==> src/rtl/core/markov_transition_count_sampler_defines.svh <==
// Assertion macros shared by the sampler RTL.
// Each macro samples on clk and is disabled while rst is high.
`ifndef MARKOV_TRANSITION_COUNT_SAMPLER_DEFINES_SVH
`define MARKOV_TRANSITION_COUNT_SAMPLER_DEFINES_SVH

`ifndef ASSERT_OFF
`define MTCS_ASSERT(lbl, prop, msg) \
  lbl: assert property (@(posedge clk) disable iff (rst) (prop)) else $error(msg);
`define MTCS_ASSERT_NEXT(lbl, pre, post, msg) \
  lbl: assert property (@(posedge clk) disable iff (rst) (pre) |=> (post)) else $error(msg);
`else
`define MTCS_ASSERT(lbl, prop, msg)
`define MTCS_ASSERT_NEXT(lbl, pre, post, msg)
`endif

`endif

==> src/rtl/core/mtcs_ram.sv <==
`default_nettype none

module mtcs_ram #(
  parameter int WIDTH = 8,
  parameter int DEPTH = 2
) (
  input  wire logic                     clk,
  input  wire logic                     we,
  input  wire logic [$clog2(DEPTH)-1:0] addr,
  input  wire logic [WIDTH-1:0]         wdata,
  output logic      [WIDTH-1:0]         rdata
);

  logic [WIDTH-1:0] mem [DEPTH];

  always_ff @(posedge clk) begin
    if (we) begin
      mem[addr] <= wdata;
    end
    rdata <= mem[addr];
  end

endmodule

`default_nettype wire

==> config.mk <==
export PLATFORM = sky130hd
export DESIGN_NAME = mtcs_ram
export DESIGN_NICKNAME = d
export VERILOG_FILES = /design/src/rtl/core/markov_transition_count_sampler_defines.svh /design/src/rtl/core/mtcs_ram.sv
export SDC_FILE = /design/constraint.sdc
export NUM_CORES = 1
export LEC_CHECK = 0
export ABC_AREA = 1
export BUFFER_PORTS_ARGS = -buffer_cell sky130_fd_sc_hd__buf_4
export CORE_AREA = 4 4 51 53
export DETAILED_ROUTE_END_ITERATION = 12
export DIE_AREA = 0 0 55 57
export GPL_TIMING_DRIVEN = 0
export HOLD_SLACK_MARGIN = 0.06
export PLACE_DENSITY = 0.64
export SLEW_MARGIN = 25
export SYNTH_ARGS = -nofsm -noshare
export SYNTH_HDL_FRONTEND = slang
export SYNTH_SLANG_ARGS = --single-unit
export TNS_END_PERCENT = 10
==> constraint.sdc <==
create_clock -name clk -period 2.5 [get_ports clk]
set_clock_uncertainty 0.05 [all_clocks]
set_input_delay 0.5 -clock clk [delete_from_list [all_inputs] [get_ports clk]]
set_output_delay 0.5 -clock clk [all_outputs]
set_load 0.05 [all_outputs]
==> results.json <==
{
  "grt_pass1_wl_um": 1950,
  "synth_top_area_share_pct": 63.5,
  "p_int_mw": 0.541,
  "grt_pass1_vias": 462,
  "maxSlewViolCount": 0,
  "cts.sinks": 24,
  "cts_tree": "done",
  "p_leak_nw": 0.416,
  "p_clk_share_pct": 21.9,
  "io_pins": 19,
  "portBuffers": 18,
  "cp_max_fo": 10,
  "drt_pass1_iterations": 2,
  "gp_congestion": 0.633,
  "yosys_warnings": 0,
  "finalPower_mw": 0.712,
  "clkSlewWorstSetupHoldPaths_ps": 110,
  "hold_start": "wdata[2]",
  "dp_slack_ps": 727,
  "max_cap_viol_count": 0,
  "setup-tns-final_ps": 0,
  "power_density_nw_per_um2": 750,
  "hp-class": "in2reg",
  "final_util_pct": 44.2,
  "num-fill-cells": 207,
  "peakVddDrop_mv": 0.224,
  "syn_inst": 54,
  "num_rows": 17,
  "drcViolationCount": 0,
  "end_kind": "register",
  "layout-drive-gt1-share_pct": 29.3,
  "dpl.hpwl_um": 843,
  "h-tree-depth": 1,
  "max_freq_ghz": 0.711,
  "tightestPinTransition_ps": 666,
  "syn-num-nets": 65,
  "netlist_top_cells_count": "25 x nand2_1, 16 x edfxtp_1, 8 x dfxtp_1",
  "grt_util_all_layers_pct": 8.93,
  "numCtsBuffers": 3,
  "grt_max_degree": 13,
  "synth_area_leaders": "edfxtp_1 63%, dfxtp_1 21%, nand2_1 12%, inv_1 1.5%, buf_4 0.99%",
  "detail-route-antenna-nets": 0,
  "fin_crit_sh_pct": 56.3,
  "cts_max_path_buffers": 2,
  "rrSetupSlack_ps": 1840,
  "slew_headroom_pct": 55.4,
  "routed_wl_um": 1160,
  "via_count": 434,
  "syn_to_final_growth_pct": 25.5,
  "drt_iter0_drc": 3,
  "hold_viol_final": 0,
  "hold_end": "mem[1][2]",
  "synth_area_um2": 757,
  "cp.arrival_ps": 1310,
  "worstSkewPairLatency_ps": 300,
  "yosysSeqAreaShare_pct": 84.6,
  "routedWlPerCell_um": 11.3,
  "yosysMostFrequentCell": "nand2_1",
  "root_buffer": "clkbuf_4",
  "yosysUniqueCellTypes": 6,
  "async_flop_share_pct": 0,
  "outcome": "complete, no violations",
  "seq_power_share_pct": 64.7,
  "p_switching_mw": 0.171,
  "die_y_um": 57,
  "ff2ff_path_depth": 2,
  "antenna_found_initial": 0,
  "crit_type": "in2reg",
  "p_comb_share_pct": 13.3,
  "min_period_ps": 1410,
  "synth-seq-cells": 24,
  "synth_enable_flop_cells": 16,
  "postCtsHoldBufs": 0,
  "coreArea_um2": 2150,
  "start_util_pct": 35.2,
  "vias_per_cell": 4.21,
  "rsz0062_at_grt": "no",
  "reg2reg_to": "rdata[2]",
  "gr-total-overflow": 0,
  "cts_setup_buffers": 0,
  "setup_slack_ps": 1090,
  "critPathRequiredTime_ps": 2400,
  "swShare_pct": 24.1,
  "whs_path_depth": 1,
  "worstSetupStartpointType": "input pin",
  "die_x_um": 55,
  "reg2reg_from": "mem[0][2]",
  "die_area_um2": 3140,
  "setup_viol": 0,
  "syn_area_per_cell_um2": 14.0,
  "cts-resized-gates": 0,
  "ys.flop_type": "edfxtp_1",
  "yosys.area.top_type": "edfxtp_1",
  "diodes": 0,
  "final_nets": 88
}
[critical path, cell delays in order]
cell	delay (ps)
buf_4	110
buf_4	160
nor2_1	530
[flip-flops by register name (all words and copies together), names as in the netlist]
register,count
rdata,8
mem,16
[cell type report]
type / instances / area [µm²] / area share, %
Buffer: 1 / 7.51 / 0.791
Clock buffer: 3 / 22.5 / 2.37
Inverter: 3 / 11.3 / 1.19
Multi-Input combinational cell: 26 / 97.6 / 10.3
Sequential cell: 24 / 641 / 67.5
Tap cell: 28 / 35.0 / 3.69
Timing Repair Buffer: 18 / 135 / 14.2
[power groups by stage]
| stage | Clock (mW) | Sequential, mW | Combinational [mW] |
|---|---|---|---|
| after floorplan | 0 | 0.510 | 0.0177 |
| after global placement | 0 | 0.470 | 0.0949 |
| after detailed placement | 0 | 0.471 | 0.0965 |
| after CTS | 0.165 | 0.462 | 0.0967 |
| after global routing | 0.189 | 0.464 | 0.103 |
| final | 0.156 | 0.461 | 0.0950 |
[metal layers]
metal	wire (µm)	global-route usage, %
met5	0	0
met4	41	6.25
met3	91	2.87
met2	561	14.2
met1	469	9.73
[worst max path at each step]
| stage | from | endpoint | cells past startpoint | slack [ps] |
|---|---|---|---|---|
| after global placement | addr | mem[0][6] | 3 | 710 |
| final | addr | mem[0][5] | 3 | 1090 |
| after CTS | addr | mem[0][5] | 3 | 1070 |
| after floorplan | addr | mem[0][0] | 2 | 1050 |
| after global routing | addr | mem[0][5] | 3 | 1030 |
| after detailed placement | addr | mem[0][6] | 3 | 730 |
[cell usage in the layout (no fill, tap or decap)]
| cell type | Yosys | final |
|---|---|---|
| clkbuf_4 | 0 | 3 |
| edfxtp_1 | 16 | 16 |
| dfxtp_1 | 8 | 8 |
| inv_1 | 3 | 3 |
| nor2_1 | 1 | 1 |
| nand2_1 | 25 | 25 |
| buf_4 | 1 | 19 |
[cell families (layout without fill, tap and decap cells)]
group / after synthesis / after routing / share of synthesized area (%)
AND/OR/NAND/NOR: 26 / 26 / 12.9
flip-flops: 24 / 24 / 84.6
buffers and inverters: 4 / 25 / 2.48
[metrics by stage]
stage / std cells / area, µm² / hold WS [ps]
floorplan: 54 / 757 / 362
global placement: 100 / 927 / 365
detailed placement: 100 / 927 / 371
CTS: 103 / 950 / 307
global route: 103 / 950 / 288
finish: 103 / 950 / 323
(Power assumes the default switching activity.)
