[config.mk]
export PLATFORM = sky130hd
export DESIGN_NAME = mtcs_mod_unit
export DESIGN_NICKNAME = d
export VERILOG_FILES = /design/src/rtl/core/mtcs_pkg.sv /design/src/rtl/core/mtcs_mod_unit.sv
export VERILOG_INCLUDE_DIRS = /design/src /design/src/rtl/core
export SDC_FILE = /design/constraint.sdc
export NUM_CORES = 1
export LEC_CHECK = 0
export BUFFER_PORTS_ARGS = -buffer_cell sky130_fd_sc_hd__buf_2
export CORE_UTILIZATION = 50
export CTS_BUF_LIST = sky130_fd_sc_hd__clkbuf_8
export DETAILED_ROUTE_END_ITERATION = 7
export PLACE_DENSITY = 0.73
export SLEW_MARGIN = 25
export SYNTH_ARGS = -nofsm -noshare
export SYNTH_HDL_FRONTEND = slang
export SYNTH_SLANG_ARGS = --single-unit
[constraint.sdc]
create_clock -name clk -period 4.5 [get_ports clk]
set_input_delay 0 -clock clk [delete_from_list [all_inputs] [get_ports clk]]
set_output_delay 0 -clock clk [all_outputs]
set_load 0.05 [all_outputs]
[src/rtl/core/markov_transition_count_sampler_defines.svh]
// Assertion macros shared by the sampler RTL.
// Each macro samples on clk and is disabled while rst is high.
`ifndef MARKOV_TRANSITION_COUNT_SAMPLER_DEFINES_SVH
`define MARKOV_TRANSITION_COUNT_SAMPLER_DEFINES_SVH

`ifndef ASSERT_OFF
`define MTCS_ASSERT(lbl, prop, msg) \
  lbl: assert property (@(posedge clk) disable iff (rst) (prop)) else $error(msg);
`define MTCS_ASSERT_NEXT(lbl, pre, post, msg) \
  lbl: assert property (@(posedge clk) disable iff (rst) (pre) |=> (post)) else $error(msg);
`else
`define MTCS_ASSERT(lbl, prop, msg)
`define MTCS_ASSERT_NEXT(lbl, pre, post, msg)
`endif

`endif

[src/rtl/core/mtcs_pkg.sv]
`default_nettype none

package mtcs_pkg;

  localparam int NUM_STATES = 256;
  localparam int MAX_SUCC   = 16;

  localparam int ID_W   = 8;
  localparam int CNT_W  = 16;
  localparam int RND_W  = 16;
  localparam int ROW_W  = (NUM_STATES > 1) ? $clog2(NUM_STATES) : 1;
  localparam int IDX_W  = (MAX_SUCC > 1) ? $clog2(MAX_SUCC) : 1;
  localparam int LEN_W  = $clog2(MAX_SUCC + 1);
  localparam int ENT_W  = ID_W + CNT_W;
  localparam int ROWM_W = LEN_W + CNT_W;
  localparam int ENT_DEPTH = NUM_STATES * (2 ** IDX_W);
  localparam int ENT_AW    = $clog2(ENT_DEPTH);

  // Row ids need a true modulo only for a small, non power of two table.
  localparam bit ROW_NEEDS_MOD =
    (NUM_STATES < 256) && ((NUM_STATES & (NUM_STATES - 1)) != 0);

  localparam logic [CNT_W-1:0] CNT_MAX = '1;

  localparam int MOD_W     = 16;
  localparam int MOD_CNT_W = $clog2(MOD_W);

  typedef logic [1:0] status_t;
  localparam status_t STAT_OK    = 2'd0;
  localparam status_t STAT_FULL  = 2'd1;
  localparam status_t STAT_SAT   = 2'd2;
  localparam status_t STAT_EMPTY = 2'd3;

  typedef enum logic {
    OP_LEARN  = 1'b0,
    OP_SAMPLE = 1'b1
  } op_t;

  typedef enum logic [3:0] {
    ST_CLEAR,
    ST_IDLE,
    ST_RMOD,
    ST_ROW_RD,
    ST_ROW_CHK,
    ST_E_RD,
    ST_E_CHK,
    ST_APPEND,
    ST_SMOD,
    ST_S_RD,
    ST_S_CHK,
    ST_DONE
  } state_t;

  typedef struct packed {
    logic             start;
    logic [MOD_W-1:0] dividend;
    logic [MOD_W-1:0] divisor;
  } mod_req_t;

  typedef struct packed {
    logic             done;
    logic [MOD_W-1:0] remainder;
  } mod_rsp_t;

endpackage

`default_nettype wire

[src/rtl/core/mtcs_mod_unit.sv]
`default_nettype none
`include "markov_transition_count_sampler_defines.svh"

module mtcs_mod_unit
  import mtcs_pkg::*;
(
  input  wire logic     clk,
  input  wire logic     rst,
  input  wire mod_req_t req,
  output mod_rsp_t      rsp
);

  logic                 busy;
  logic                 done;
  logic [MOD_CNT_W-1:0] cnt;
  logic [MOD_W-1:0]     rem;
  logic [MOD_W-1:0]     dvd;
  logic [MOD_W-1:0]     dsr;
  logic [MOD_W:0]       trial;
  logic [MOD_W:0]       diff;
  logic                 fits;
  logic                 last_step;

  // Restoring remainder, one dividend bit per cycle.
  assign trial     = {rem, dvd[MOD_W-1]};
  assign diff      = trial - {1'b0, dsr};
  assign fits      = trial >= {1'b0, dsr};
  assign last_step = cnt == MOD_CNT_W'(MOD_W - 1);

  always_ff @(posedge clk) begin
    if (rst) begin
      busy <= 1'b0;
      done <= 1'b0;
      cnt  <= '0;
    end else begin
      done <= 1'b0;
      if (req.start) begin
        busy <= 1'b1;
        cnt  <= '0;
      end else if (busy) begin
        cnt <= MOD_CNT_W'(cnt + 1'b1);
        if (last_step) begin
          busy <= 1'b0;
          done <= 1'b1;
        end
      end
    end
  end

  always_ff @(posedge clk) begin
    if (req.start) begin
      rem <= '0;
      dvd <= req.dividend;
      dsr <= req.divisor;
    end else if (busy) begin
      rem <= fits ? diff[MOD_W-1:0] : trial[MOD_W-1:0];
      dvd <= {dvd[MOD_W-2:0], 1'b0};
    end
  end

  assign rsp.done      = done;
  assign rsp.remainder = rem;

  `MTCS_ASSERT(a_start_idle, req.start |-> !busy, "mod unit restarted while busy")
  `MTCS_ASSERT_NEXT(a_done_after_last, busy && last_step, done, "mod unit missed done")
  `MTCS_ASSERT(a_rem_below_dsr, done |-> (rem < dsr), "remainder not below divisor")

endmodule

`default_nettype wire

==> reports/metrics.yaml, run 1 <==
synth:
  synth-seq-area-share: 0.485
  yosysTopAreaCell: "edfxtp_1"
  synth_seq_cells: 54
  synthFlopType: "edfxtp_1"
  synth_cells: 259
  avgSynthCellArea_um2: 11.1
  synthTopCellsByArea: "edfxtp_1 (33%), dfxtp_1 (15%), ha_1 (7.4%)"
  yosysMostFrequentCell: "edfxtp_1"
  netlist_area_mm2: 0.00289
  synth_warnings: 0
  synthArstFlopShare: 0
  synth_common_cells: "edfxtp_1 (32), dfxtp_1 (22), nor2_1 (19)"
  synth.distinct_cells: 49
  synth_top_area_frac: 0.333
  syn_nets: 312
  synth_enable_flop_cells: 32
cts:
  path_clk_slew_ns: 0.10
  cts_tree: "built"
  htree_levels: 2
  clk_path_buf_depth: 2
  cts_root_buffer: "clkbuf_8"
  cts_made_buffers: 5
  clock-sinks: 54
  insertion_delay_ns: 0.31
  post_cts_buffers: 0
  ctsResizeCount: 0
sta:
  setup_viol: 0
  fin_ws_ns: 1.49
  hold_viol: 0
  max-slew-margin-rel: 0.527
  min_period_over_period: 0.670
  fin_worst_skew_ns: 0.00854
  worst_pin_slew_ns: 0.708
  slew_violations: 0
  tns_ns: 0
  fmax_mhz: 332
  finalCriticalPeriod_ns: 3.01
  rsz0062_at_grt: "no"
setup_path:
  cp_max_fo: 3
  start_kind: "flop"
  rr_startpoint: "dvd[15]"
  slowest_stage: "fa_1"
  required_ns: 4.72
  cp_data_arrival_time_ns: 3.23
  cpPeakStageDelay_ns: 0.43
  crit_path_cell_trace: "inv_1, ha_1, inv_2, fa_1, a211oi_1, o21bai_1, a211o_1, a2111oi_4, nor3_1, or3b_1, a32o_1"
  cpLargestDelayFamily: "compound AO/OA/AOI/OAI gates"
  end_kind: "flop"
  startpoint: "dvd[15]"
  crit_type: "flop to flop"
  crit_buf_inv: 2
final_layout:
  insertedDiodeCount: 0
  fin_area_mm2: 0.00363
  area_growth_pct: 25.8
  drive_gt1_frac: 0.233
  final_nets: 395
global_routing:
  grt_pass1_wl_um: 9580
  first_global_vias: 2181
  globalRouteTotalUtil: 0.204
  overflow: 0
  antenna_found_initial: 0
  grt_max_degree: 47
route:
  wl_per_cell_um: 14.0
  num_vias: 2218
  route.met2.wl_um: 2970
  dr.max_layer_used: "met4"
  wirelength_um: 5810
  drc: 0
  dr.pass1.iters: 6
  drt-met1-wl_um: 2530
  drtIter0Drc: 136
  detail_route.vias_per_cell: 5.34
  antenna_left: 0
  dr_wl_met3_um: 221
floorplan:
  pin_count: 52
  dieArea_mm2: 0.00608
  initial_utilization: 0.521
  die_w_um: 78.0
  fp-row-count: 27
  die_h_um: 78.0
  core_mm2: 0.00554
pwr:
  power_density_mw_per_mm2: 322
  total_power_mw: 1.17
  leakage_nw: 1.62
  irDropWorstVdd_mv: 0.303
placed_design:
  gp_congestion: 0.927
  port_buffers: 51
  dp_hpwl_um: 3930
  pre_cts_ws_ns: 1.33
  placed_area_mm2: 0.00318
run:
  drv_cap: 0
run_status:
  status: "completed"
worst_hold_path:
  hp-class: "input port to flop"
  holdCritStartpoint: "req[32]"
worst register-to-register path: cells and delay by family, from the launching register on:
| kind | cells | cell delay, ns |
|---|---|---|
| AO/OA/AOI/OAI | 5 | 1.41 |
| adder cells (fa/ha/maj) | 2 | 0.59 |
| AND/OR/NAND/NOR | 2 | 0.43 |
| flip-flops | 1 | 0.37 |
| buffers and inverters | 2 | 0.12 |
metrics by stage:
| stage | hold slack, ns | utilization | instances |
|---|---|---|---|
| 2_1_floorplan | 0.0724 | - | 259 |
| 3_5_place_dp | 0.171 | 0.575 | 374 |
| 5_1_grt | 0.317 | 0.656 | 415 |
| 6_report | 0.309 | 0.656 | 415 |
| 3_3_place_gp | 0.177 | 0.575 | 374 |
| 4_1_cts | 0.00627 | 0.654 | 414 |
cell families (layout without fill, tap and decap cells):
logic type	after synthesis	after routing	share of synthesized area
fa+ha+maj	18	18	0.0806
xor+xnor	15	15	0.0455
buf+inv	28	112	0.0455
flops	54	54	0.485
compound gates	62	62	0.156
simple gates	56	56	0.0901
mux	26	26	0.0971
power breakdown:
group / switching (mW) / internal (mW)
sequential: 0.0152 / 0.563
clock: 0.173 / 0.170
combinational: 0.137 / 0.112
routing by layer:
layer  vias up  global-route usage
met1      1036               0.238
met4         0              0.0796
met2        51               0.367
met5         -                   0
met3         9              0.0388
li1       1122                   -
what timing repair did:
action                                 4_1_cts  5_1_grt
setup endpoints to repair                    0        0
hold buffers                                32        1
endpoints found under the hold margin       32        1
registers in the layout, summed over array words and instances (netlist names):
signal,count
busy,1
done,1
dvd,16
cnt,4
dsr,16
rem,16
cells in the final DEF, fill, tap and decap left out, types with 9 or more instances in the layout:
cell | synthesis | routed
buf_2 | 0 | 51
dlygate4sd3_1 | 0 | 33
edfxtp_1 | 32 | 32
dfxtp_1 | 22 | 22
nor2_1 | 19 | 19
inv_1 | 17 | 17
ha_1 | 17 | 17
nand2_1 | 16 | 16
mux2_2 | 15 | 15
a21oi_1 | 12 | 12
mux2i_1 | 10 | 10
a211oi_1 | 10 | 10
xnor2_1 | 9 | 9
area by class of cell:
| class | instances | area (um^2) |
|---|---|---|
| inverters | 18 | 67.6 |
| flip-flops and latches | 54 | 1400 |
| fillers | 482 | 1910 |
| clock inverters | 3 | 47.5 |
| well taps | 72 | 90.1 |
| multi-input cells | 177 | 1360 |
| clock buffers | 5 | 68.8 |
| repair buffers | 86 | 601 |
path summary, 6_finish.rpt:
path	end	slack [ns]	depth (start not counted)
worst min-delay path	dsr[15]	0.31	2
worst max-delay path	rem[14]	1.49	11
worst min register to register	done	0.49	2
worst max register to register	rem[14]	1.49	11
Power figures use the tool's default switching activity.
==> run 2: changes to the inputs <==
PLACE_DENSITY = 0.76   (was 0.73)
clock period = 2.43 ns   (was 4.5 ns; I/O delays follow)
==> run 2 against run 1 <==
Net effect:
- the run now ends with negative setup slack left
- utilization up 6.0 points
- setup slack worse by 1.7 ns
- die area is the same
- non-clock buffer count rose by 26
- cell count increased by 6.3%
- highest routed layer unchanged
==> reports/metrics.yaml, run 2 (synthesized netlist as in run 1, its figures left out) <==
cts:
  insertion_delay_ns: 0.32
  cts_made_buffers: 5
  cts_tree: "built"
  cts_root_buffer: "clkbuf_8"
  clock-sinks: 54
  path_clk_slew_ns: 0.10
  clk_path_buf_depth: 2
  htree_levels: 2
route:
  dr.pass1.iters: 5
  wirelength_um: 6600
  wl_per_cell_um: 15.0
  detail_route.vias_per_cell: 5.33
  drtIter0Drc: 96
  drc: 0
  num_vias: 2349
  antenna_left: 0
global_routing:
  grt_pass1_wl_um: 10600
  grt_max_degree: 46
  overflow: 0
  first_global_vias: 2298
  globalRouteTotalUtil: 0.226
  antenna_found_initial: 0
setup_path:
  start_kind: "flop"
  crit_type: "flop to flop"
  slowest_stage: "edfxtp_1"
  cpLargestDelayFamily: "compound AO/OA/AOI/OAI gates"
  cp_max_fo: 2
  reg2reg_slack_ns: -0.26
  cpPeakStageDelay_ns: 0.39
  end_kind: "flop"
  crit_buf_inv: 2
  crit_path_cell_trace: "inv_2, ha_4, inv_2, fa_2, a211oi_2, o21bai_1, a211o_1, a2111oi_4, nor3_1, or3b_1, a32o_1"
  required_ns: 2.64
  cp_data_arrival_time_ns: 2.90
  cp_common_cell: "inv_2"
final_layout:
  final_nets: 421
  final_cell_mix: "buf_2 (51), edfxtp_1 (32), dlygate4sd3_1 (31), buf_4 (28), nor2_1 (19)"
  reg.largest.list: "dsr x16, dvd x16, rem x16"
  drive_gt1_frac: 0.374
  area_growth_pct: 37.3
  insertedDiodeCount: 0
  mostFrequentLayoutCell: "buf_2"
sta:
  fin_worst_skew_ns: 0.0121
  min_period_over_period: 1.11
  fmax_mhz: 372
  finalCriticalPeriod_ns: 2.69
  slew_violations: 0
  worst_pin_slew_ns: 0.662
  hold_viol: 0
  max-slew-margin-rel: 0.558
  tns_ns: -0.260
  fin_ws_ns: -0.260
  rsz0062_at_grt: "yes"
  setup_viol: 1
floorplan:
  initial_utilization: 0.521
  die_h_um: 78.0
  die_w_um: 78.0
  pin_count: 52
  dieArea_mm2: 0.00608
  fp-row-count: 27
  core_mm2: 0.00554
placed_design:
  pre_cts_ws_ns: -0.267
  port_buffers: 51
  dp_hpwl_um: 4430
  gp_congestion: 0.909
pwr:
  power_density_mw_per_mm2: 543
  total_power_mw: 2.15
  irDropWorstVdd_mv: 0.347
  leakage_nw: 1.74
run_status:
  violations: "negative setup slack"
  status: "complete, but fails checks"
run:
  drv_cap: 0
worst_hold_path:
  hp-class: "input port to flop"
run 2: cell types whose count changed in the layout (fill, tap and decap cells not counted), moves of 2 or more:
cell,before,now
a211oi_1,10,7
ha_4,0,7
dfxtp_2,0,11
inv_2,1,4
dfxtp_1,22,11
dlygate4sd3_1,33,31
ha_1,17,10
buf_4,2,28
inv_1,17,15
a211oi_2,0,3
run 2: routing by layer:
metal / vias up / global-route usage / wire length [um]
met5: - / 0 / 0
met4: 0 / 0.0944 / 104
met3: 7 / 0.0412 / 248
met2: 55 / 0.389 / 3270
met1: 1117 / 0.276 / 2980
li1: 1170 / - / -
run 2: what timing repair did:
item / 4_1_cts / 5_1_grt
endpoints found under the setup margin: 4 / 15
resized for setup: 0 / 22
endpoints found under the hold margin: 31 / 0
pin swaps: 2 / 13
setup buffers: 0 / 3
hold buffers: 31 / 0
run 2: layout make-up:
type / instances / area (um^2)
flip-flops and latches: 54 / 1420
clock inverters: 3 / 16.3
clock buffers: 5 / 68.8
inverters: 18 / 67.6
multi-input cells: 177 / 1500
repair buffers: 112 / 807
fillers: 404 / 1580
well taps: 72 / 90.1
run 2: power by group:
| part | leakage, nW | switching (mW) | total, mW | internal [mW] |
|---|---|---|---|---|
| sequential | 0.502 | 0.0316 | 1.08 | 1.05 |
| clock | 0.0474 | 0.300 | 0.501 | 0.200 |
| combinational | 1.19 | 0.295 | 0.576 | 0.280 |
| total | 1.74 | 0.627 | 2.15 | 1.53 |
run 2: worst reg2reg max path, cell delays in order (launching register included):
cell and delay (ns):
edfxtp_1 0.39, inv_2 0.09, ha_4 0.13, inv_2 0.04, fa_2 0.36, a211oi_2 0.18, o21bai_1 0.11, a211o_1 0.33
a2111oi_4 0.32, nor3_1 0.08, or3b_1 0.35, a32o_1 0.22
run 2: metrics by stage:
step | std cells | cell area [um^2] | util | hold WS (ns)
final | 441 | 3970 | 0.716 | 0.00899
after global routing | 441 | 3970 | 0.716 | 0.00120
after CTS | 438 | 3850 | 0.694 | 0.00575
after detailed placement | 399 | 3450 | 0.623 | 0.178
after global placement | 399 | 3450 | 0.623 | 0.176
after floorplan | 259 | 2950 | - | 0.0724
run 2: final timing paths:
check,startpoint,endpoint,depth (start not counted)
setup / recovery,dvd[15],rem[14],11
hold reg to reg,rem[2],rem[2],2
hold / removal,req[24],dvd[8],2
setup reg to reg,dvd[15],rem[14],11
==> run 3: changes to the inputs <==
ABC_AREA = 1   (was default)
CTS_CLUSTER_SIZE = 14   (was default)
PLACE_DENSITY = 0.75   (was 0.76)
==> run 3 against run 2 <==
Net effect:
- the flow now finishes without violations
- setup slack improved by 0.56 ns
- utilization decreased by 7.5 points
- non-clock buffer count decreased by 23
- critical path type unchanged
- critical endpoint is now rem[5]
- largest power group unchanged
- highest routed layer unchanged
==> reports/metrics.yaml, run 3 <==
synth:
  synth_compound_area_frac: 0.0365
  synthFlopType: "edfxtp_1"
  yosysTopAreaCell: "edfxtp_1"
  synthSimpleGateAreaFrac: 0.351
  synth_common_cells: "nand2_1 (156), inv_1 (70), nand3_1 (35)"
  synth_enable_flop_cells: 32
  synth-seq-area-share: 0.421
  synth_warnings: 0
  synthTopCellsByArea: "edfxtp_1 (29%), nand2_1 (18%), dfxtp_1 (13%)"
  synth_top_area_frac: 0.289
  synth_cells: 433
  synth.distinct_cells: 31
  avgSynthCellArea_um2: 7.68
  synth_seq_cells: 54
  synth_mux_area_frac: 0
  netlist_area_mm2: 0.00333
  syn_nets: 486
  synth_xor_area_frac: 0.0211
  yosysMostFrequentCell: "nand2_1"
  synth_fa_ha_area_frac: 0.0700
  synthArstFlopShare: 0
  synth_top_family_by_area: "simple AND/OR/NAND/NOR gates"
final_layout:
  mostFrequentLayoutCell: "nand2_1"
  reg.largest.list: "dsr x16, dvd x16, rem x16"
  final_util: 0.641
  final_cell_mix: "nand2_1 (156), inv_1 (70), buf_2 (51), nand3_1 (35), dlygate4sd3_1 (33)"
  fill_cells: 570
  insertedDiodeCount: 0
  drive_gt1_frac: 0.173
  area_growth_pct: 23.0
  stdcell_count: 598
  final_nets: 573
  fin_area_mm2: 0.00409
pwr:
  clockPowerShare: 0.319
  power_density_mw_per_mm2: 485
  seqPwrFrac: 0.528
  irDropWorstVdd_mv: 0.296
  p_switching_uw: 514
  leakage_nw: 2.14
  total_power_mw: 1.99
  p_sw_frac: 0.259
  internal-power_mw: 1.47
  comb_power_share: 0.153
setup_path:
  crit_type: "flop to flop"
  required_ns: 2.62
  cp_data_arrival_time_ns: 2.32
  cp_max_fo: 18
  end_kind: "flop"
  start_kind: "flop"
floorplan:
  pin_count: 52
  die_w_um: 83.6
  core_mm2: 0.00639
  die_h_um: 83.6
  fp-row-count: 29
  dieArea_mm2: 0.00698
  initial_utilization: 0.521
route:
  drc: 0
  dr.pass1.iters: 6
  antenna_left: 0
  num_vias: 2945
  drtIter0Drc: 148
  wl_per_cell_um: 12.7
  detail_route.vias_per_cell: 4.92
  wirelength_um: 7600
run_status:
  status: "completed"
run:
  drv_cap: 0
sta:
  hold_viol: 0
  worst_pin_slew_ns: 0.479
  finalCriticalPeriod_ns: 2.13
  fin_ws_ns: 0.298
  rsz0062_at_grt: "no"
  fmax_mhz: 469
  fin_worst_skew_ns: 0.0106
  setup_viol: 0
  min_period_over_period: 0.877
  max-slew-margin-rel: 0.680
  holdWs_ns: 0.0927
  slew_violations: 0
  tns_ns: 0
placed_design:
  pre_cts_ws_ns: 0.317
  placed_area_mm2: 0.00365
  port_buffers: 51
  dp.cells: 557
  dp_hpwl_um: 5370
  gp_congestion: 0.868
cts:
  htree_levels: 2
  clk_path_buf_depth: 2
  ctsResizeCount: 0
  cts_tree: "built"
  cts_root_buffer: "clkbuf_8"
  cts_made_buffers: 5
  clock-sinks: 54
  insertion_delay_ns: 0.31
  path_clk_slew_ns: 0.11
global_routing:
  globalRouteTotalUtil: 0.235
  grt_pass1_wl_um: 13100
  first_global_vias: 2909
  overflow: 0
  grt_max_degree: 24
  antenna_found_initial: 0
worst_hold_path:
  hp-class: "input port to flop"
[run 3: cell count changes after synthesis, sizes merged, moves of 8 or more]
cell	change
nand3	+39
inv	+52
nand2	+147
mux2i	-10
nand3b	+8
a211oi	-10
mux2	-16
[run 3: cell families after synthesis]
| group | count (synthesis) |
|---|---|
| AO/OA/AOI/OAI | 22 |
| XOR/XNOR | 8 |
| adder cells (fa/ha/maj) | 18 |
| buffers and inverters | 79 |
| flip-flops | 54 |
| AND/OR/NAND/NOR | 252 |
[run 3: worst max-delay path, stage by stage, from the launching register on]
cell	delay, ns
edfxtp_1	0.35
inv_1	0.04
ha_1	0.34
nand2_1	0.12
nor3_1	0.21
and2_1	0.22
nand2_4	0.17
nand2_4	0.26
nand2_1	0.09
nand3_1	0.08
o21ai_0	0.11
[run 3: worst paths after layout]
kind | start | end | slack, ns | cells after the start
max | dsr[13] | rem[5] | 0.30 | 10
min | req[32] | dsr[2] | 0.09 | 1
max reg2reg | dsr[13] | rem[5] | 0.30 | 10
min reg2reg | rem[12] | rem[12] | 0.49 | 2
[run 3: cell type report]
class,count,area (um^2),area share
inverters,70,263,0.0642
well taps,77,96.3,0.0235
clock inverters,3,47.5,0.0116
flip-flops and latches,54,1400,0.342
multi-input cells,300,1590,0.389
repair buffers,89,623,0.152
clock buffers,5,68.8,0.0168
[run 3: power groups by stage]
stage | Combinational (mW) | Clock, mW | Sequential, mW
floorplan | 0.175 | 0 | 1.07
global placement | 0.256 | 0 | 1.07
detailed placement | 0.260 | 0 | 1.07
CTS | 0.302 | 0.643 | 1.05
global route | 0.344 | 0.675 | 1.05
finish | 0.305 | 0.633 | 1.05
[run 3: routing by layer]
layer / vias up / wire length (um) / global-route usage / part of all wire
met4: 0 / 49 / 0.0616 / 0.0064
met5: - / 0 / 0 / 0
met1: 1320 / 3420 / 0.300 / 0.45
met3: 6 / 419 / 0.0415 / 0.055
li1: 1541 / - / - / -
met2: 78 / 3710 / 0.412 / 0.49
[run 3: what timing repair did]
action                                 in CTS  in global routing
hold buffers                               33                  0
endpoints found under the hold margin      35                  0
buffers inserted                            0                  0
